`src/hdl/kfls_pkg.sv`:
```
// ============================================================================
// kfls_pkg
// Shared types and constants of the keyframe linear sampler.
// ============================================================================
`default_nettype none

package kfls_pkg;

  // Key table geometry
  localparam int KEY_DEPTH = 64;
  localparam int KEY_AW    = $clog2(KEY_DEPTH);   // matches the 6-bit key_index field
  localparam int CNT_W     = 7;                   // key_count register width

  // Number formats
  localparam int VAL_W     = 32;                  // Q16.16
  localparam int FRAC_W    = 16;                  // Q0.16 blend fraction
  localparam int NUM_COMP  = 3;
  localparam int COMP_W    = 2;
  localparam int DIV_STEPS = FRAC_W;
  localparam int DIV_CW    = $clog2(DIV_STEPS + 1);
  localparam int PROD_W    = (VAL_W + 1) + (FRAC_W + 1);

  localparam logic [FRAC_W-1:0] FRAC_MAX = '1;

  typedef logic [NUM_COMP-1:0][VAL_W-1:0] vec_t;

  typedef enum logic [1:0] {
    CASE_INTERP = 2'd0,
    CASE_FIRST  = 2'd1,
    CASE_LAST   = 2'd2
  } sample_case_e;

  typedef enum logic [2:0] {
    ST_IDLE,
    ST_FIRST,
    ST_SCAN,
    ST_DIV,
    ST_MUL,
    ST_ACC,
    ST_EMIT
  } ctrl_state_e;

  // Controller -> datapath
  typedef struct packed {
    logic         write;     // store the keyframe on the request channel
    logic         start;     // latch query and clamped count, point at key 0
    logic         advance;   // step to the next key, keep the previous one
    logic         take_key;  // result is the key under the pointer
    sample_case_e kase;      // case tag for take_key
    logic         div_load;  // segment found, set up the fraction divide
    logic         div_step;  // one quotient bit
    logic         mul;       // (b - a) * frac for the current component
    logic         acc;       // a + product, next component
    logic         emit;      // move the result into the output register
  } ctrl_cmd_t;

  // Datapath -> controller
  typedef struct packed {
    logic n_one;       // only one key
    logic q_le_key;    // query <= time under the pointer
    logic in_seg;      // previous time <= query <= time under the pointer
    logic at_last;     // pointer on the last valid key
    logic div_done;
    logic last_comp;
    logic out_busy;    // output register full and not taken this cycle
  } dp_status_t;

endpackage

`default_nettype wire

```
`src/hdl/kfls_ctrl.sv`:
```
// ============================================================================
// kfls_ctrl
// Sequencer: key search, fraction divide, per-component blend, result hand-off.
// ============================================================================
`default_nettype none

module kfls_ctrl (
  input  wire logic               clk_i,
  input  wire logic               rst_ni,
  input  wire logic               req_valid_i,
  input  wire logic               req_op_i,
  output logic                    req_ready_o,
  input  wire kfls_pkg::dp_status_t sts_i,
  output kfls_pkg::ctrl_cmd_t     cmd_o
);
  import kfls_pkg::*;

  ctrl_state_e state_q, state_d;

  always_ff @(posedge clk_i or negedge rst_ni) begin
    if (!rst_ni) begin
      state_q <= ST_IDLE;
    end else begin
      state_q <= state_d;
    end
  end

  always_comb begin
    state_d     = state_q;
    cmd_o       = '0;
    cmd_o.kase  = CASE_FIRST;
    req_ready_o = 1'b0;

    unique case (state_q)
      ST_IDLE: begin
        req_ready_o = 1'b1;
        if (req_valid_i) begin
          if (req_op_i) begin
            cmd_o.start = 1'b1;
            state_d     = ST_FIRST;
          end else begin
            cmd_o.write = 1'b1;
          end
        end
      end
      ST_FIRST: begin
        if (sts_i.n_one || sts_i.q_le_key) begin
          cmd_o.take_key = 1'b1;
          cmd_o.kase     = CASE_FIRST;
          state_d        = ST_EMIT;
        end else begin
          cmd_o.advance = 1'b1;
          state_d       = ST_SCAN;
        end
      end
      ST_SCAN: begin
        priority if (sts_i.in_seg) begin
          cmd_o.div_load = 1'b1;
          state_d        = ST_DIV;
        end else if (sts_i.at_last) begin
          cmd_o.take_key = 1'b1;
          cmd_o.kase     = CASE_LAST;
          state_d        = ST_EMIT;
        end else begin
          cmd_o.advance = 1'b1;
        end
      end
      ST_DIV: begin
        if (sts_i.div_done) begin
          state_d = ST_MUL;
        end else begin
          cmd_o.div_step = 1'b1;
        end
      end
      ST_MUL: begin
        cmd_o.mul = 1'b1;
        state_d   = ST_ACC;
      end
      ST_ACC: begin
        cmd_o.acc = 1'b1;
        state_d   = sts_i.last_comp ? ST_EMIT : ST_MUL;
      end
      ST_EMIT: begin
        if (!sts_i.out_busy) begin
          cmd_o.emit = 1'b1;
          state_d    = ST_IDLE;
        end
      end
      default: state_d = ST_IDLE;
    endcase
  end

endmodule

`default_nettype wire

```
`config.mk`:
```
export PLATFORM = sky130hd
export DESIGN_NAME = kfls_ctrl
export DESIGN_NICKNAME = d
export VERILOG_FILES = /design/src/hdl/kfls_pkg.sv /design/src/hdl/kfls_ctrl.sv
export SDC_FILE = /design/constraint.sdc
export NUM_CORES = 1
export LEC_CHECK = 0
export BUFFER_PORTS_ARGS = -buffer_cell sky130_fd_sc_hd__buf_2
export CORE_AREA = 2 2 39 41
export CTS_CLUSTER_SIZE = 28
export DETAILED_ROUTE_END_ITERATION = 12
export DIE_AREA = 0 0 41 43
export PLACE_DENSITY_LB_ADDON = 0.1
export SYNTH_ARGS = -nofsm -noshare
export SYNTH_HDL_FRONTEND = slang
export SYNTH_SLANG_ARGS = --single-unit
export TNS_END_PERCENT = 5
```
`constraint.sdc`:
```
create_clock -name clk_i -period 1.45 [get_ports clk_i]
set_input_delay 0.0725 -clock clk_i [delete_from_list [all_inputs] [get_ports clk_i]]
set_output_delay 0.0725 -clock clk_i [all_outputs]
set_load 0.03 [all_outputs]
```
==> flow_summary.json <==
{
  "top_register": "state_q",
  "synth_cell_types": 27,
  "start_util": 0.256,
  "ant_nets": 0,
  "grt_usage": 0.114,
  "cts_tree": "done",
  "drt_drc_violations_left": 0,
  "syn_area_um2": 354,
  "tns_ns": 0,
  "routed.top_layer": "met3",
  "drive_above_1_share": 0.635,
  "worstSetupStartpoint": "state_q[1]",
  "grt_pass1_vias": 341,
  "ys_top_cells_by_area": "dfrtp_1 (21%), mux2_4 (8.5%), nor2_1 (7.4%)",
  "critical_path_class": "reg2reg",
  "cap_violations": 0,
  "finClkSkew_ns": 0.00110,
  "num-fill-cells": 147,
  "antenna-diode-count": 0,
  "period_share": 0.996,
  "met3_length_um": 42,
  "rsz0062_at_grt": "true",
  "timing.rr.start": "state_q[1]",
  "post_drt_wl_per_cell_um": 10.5,
  "p_total_mw": 1.28,
  "slew_viol_final": 0,
  "synth_nets": 52,
  "die_area_um2": 1760,
  "synth_seq_cells": 3,
  "wl_met2_um": 511,
  "rows": 14,
  "clockRootBuffer": "clkbuf_4",
  "routed_wl_um": 941,
  "status": "completed",
  "synth_area_per_cell_um2": 8.64,
  "period_minus_slack_ns": 1.44,
  "vias": 404,
  "yosysSeqAreaShare": 0.212,
  "drtIter0Drc": 2,
  "synthCells": 41,
  "place_ws_ns": -0.0117,
  "tightest_slew_ns": 0.222,
  "end_kind": "register",
  "fin_ws_ns": 0.00630,
  "final_cells": 90,
  "wl_met1_um": 388,
  "yosysTopAreaCellShare": 0.212,
  "cts_buffer_depth": 2,
  "worst_ep_arrival_time_ns": 1.55,
  "die_x_um": 41,
  "dpl.hpwl_um": 768,
  "finalHoldViolations": 0,
  "setup_viol": 0,
  "numCtsBuffers": 3,
  "timing.slew.headroom": 0.851,
  "crit_path_start_kind": "register",
  "core_area_um2": 1380,
  "register_area_um2": 75.1,
  "power.density_nw_per_um2": 2110,
  "synth_largest_area_cell": "dfrtp_1",
  "required_ns": 1.56,
  "nets": 86,
  "viasPerCell": 4.49,
  "ff2ff_path_depth": 5,
  "reg.largest.list": "state_q: 3 flops",
  "min_path_type": "in2async",
  "area_delta_synth_final_pct": 72.1,
  "regToRegEndpoint": "state_q[2]",
  "critPathMaxFanout": 3,
  "clk_latency_ns": 0.23,
  "place.gp.congestion": 0.628,
  "grt_start_max_net_pins": 9,
  "ios": 23,
  "port_buffers": 22,
  "p_leak_nw": 0.328,
  "clock-sinks": 3,
  "grt_pass1_wl_mm": 1.38,
  "ys_warn_count": 0,
  "dieHeight_um": 43,
  "first_pass_iters": 2,
  "htreeDepth": 1,
  "dp.cells": 84,
  "crit_path_end": "state_q[2]",
  "clk_pin_slew_ns": 0.04,
  "largest_register_ffs": 3,
  "ir_worst_vdd_mv": 0.621,
  "antenna_found_initial": 0,
  "fmax_mhz": 693,
  "multi_input_area_um2": 269,
  "r2r_slack_ns": 0.006,
  "grt-ovfl-total": 0
}
[synth_stat cells]
master    number
and3b_4        1
dfrtp_1        3
and2b_4        1
inv_2          1
nand2_1        1
mux2_4         2
nor2_1         7
and3_1         2
a21oi_1        1
o31a_1         1
xnor2_1        1
and4bb_4       1
buf_4          2
o31ai_1        1
nor4b_1        1
nand2b_1       1
nor3_2         1
a211o_1        1
a21o_1         1
nor3_1         2
inv_1          2
nor3_4         1
o22ai_1        1
nand3_1        2
a21oi_2        1
buf_6          1
o21bai_1       1
[power breakdown]
group | switching [mW] | internal [mW]
combinational | 0.501 | 0.466
sequential | 0.0459 | 0.127
clock | 0.0402 | 0.103
total | 0.587 | 0.696
[kinds of logic (layout without fill, tap and decap cells)]
kind of cell | Yosys count | count (layout) | synth area share
muxes | 2 | 2 | 0.0848
AOI/OAI and AO/OA | 8 | 8 | 0.170
DFF | 3 | 3 | 0.212
xor gates and xnor gates | 1 | 1 | 0.0247
and+or+nand+nor | 21 | 21 | 0.403
buffers and inverters | 6 | 39 | 0.106
[area by class of cell]
class,count,area share
Clock buffer,4,0.0431
Inverter,3,0.0185
Multi-Input combinational cell,32,0.441
Sequential cell,3,0.123
Tap cell,16,0.0329
Timing Repair Buffer,32,0.341
[cells in the final DEF, fill, tap and decap left out, drive strengths merged, types with 2 or more instances in the layout]
| master | count |
|---|---|
| dfrtp | 3 |
| buf | 31 |
| and3 | 2 |
| a21oi | 2 |
| nor3 | 4 |
| mux2 | 2 |
| nor2 | 7 |
| clkbuf | 4 |
| inv | 3 |
| nand3 | 2 |
[worst max-delay path, stage by stage (launching register included)]
cell,delay (ns)
dfrtp_1,0.39
buf_4,0.15
a211o_1,0.23
a21oi_2,0.20
nor3_4,0.06
mux2_4,0.29
[metal layers]
layer  track usage  up-vias
met2         0.181       14
met3        0.0157        0
met4        0.0400        0
li1              -      212
met5             0        -
met1         0.149      178
[per-stage QoR]
step           instance area (um2)  utilization  hold WS, ns
4_1_cts                        591        0.427        0.161
2_1_floorplan                  365            -       -0.223
5_1_grt                        609        0.440        0.165
6_report                       609        0.440        0.166
3_3_place_gp                   529        0.382       -0.131
3_5_place_dp                   529        0.382       -0.129
[how the worst min path moves through the flow]
stage                  to
6_report       state_q[0]
5_1_grt        state_q[1]
4_1_cts        state_q[0]
3_5_place_dp   state_q[2]
3_3_place_gp   state_q[0]
2_1_floorplan  state_q[0]
[repair_timing]
item	in CTS	in global routing
setup buffers	1	0
hold endpoints to repair	3	0
resized for setup	5	6
hold buffers	1	0
setup endpoints to repair	4	7
pin swaps	2	0
(Power assumes the default switching activity.)
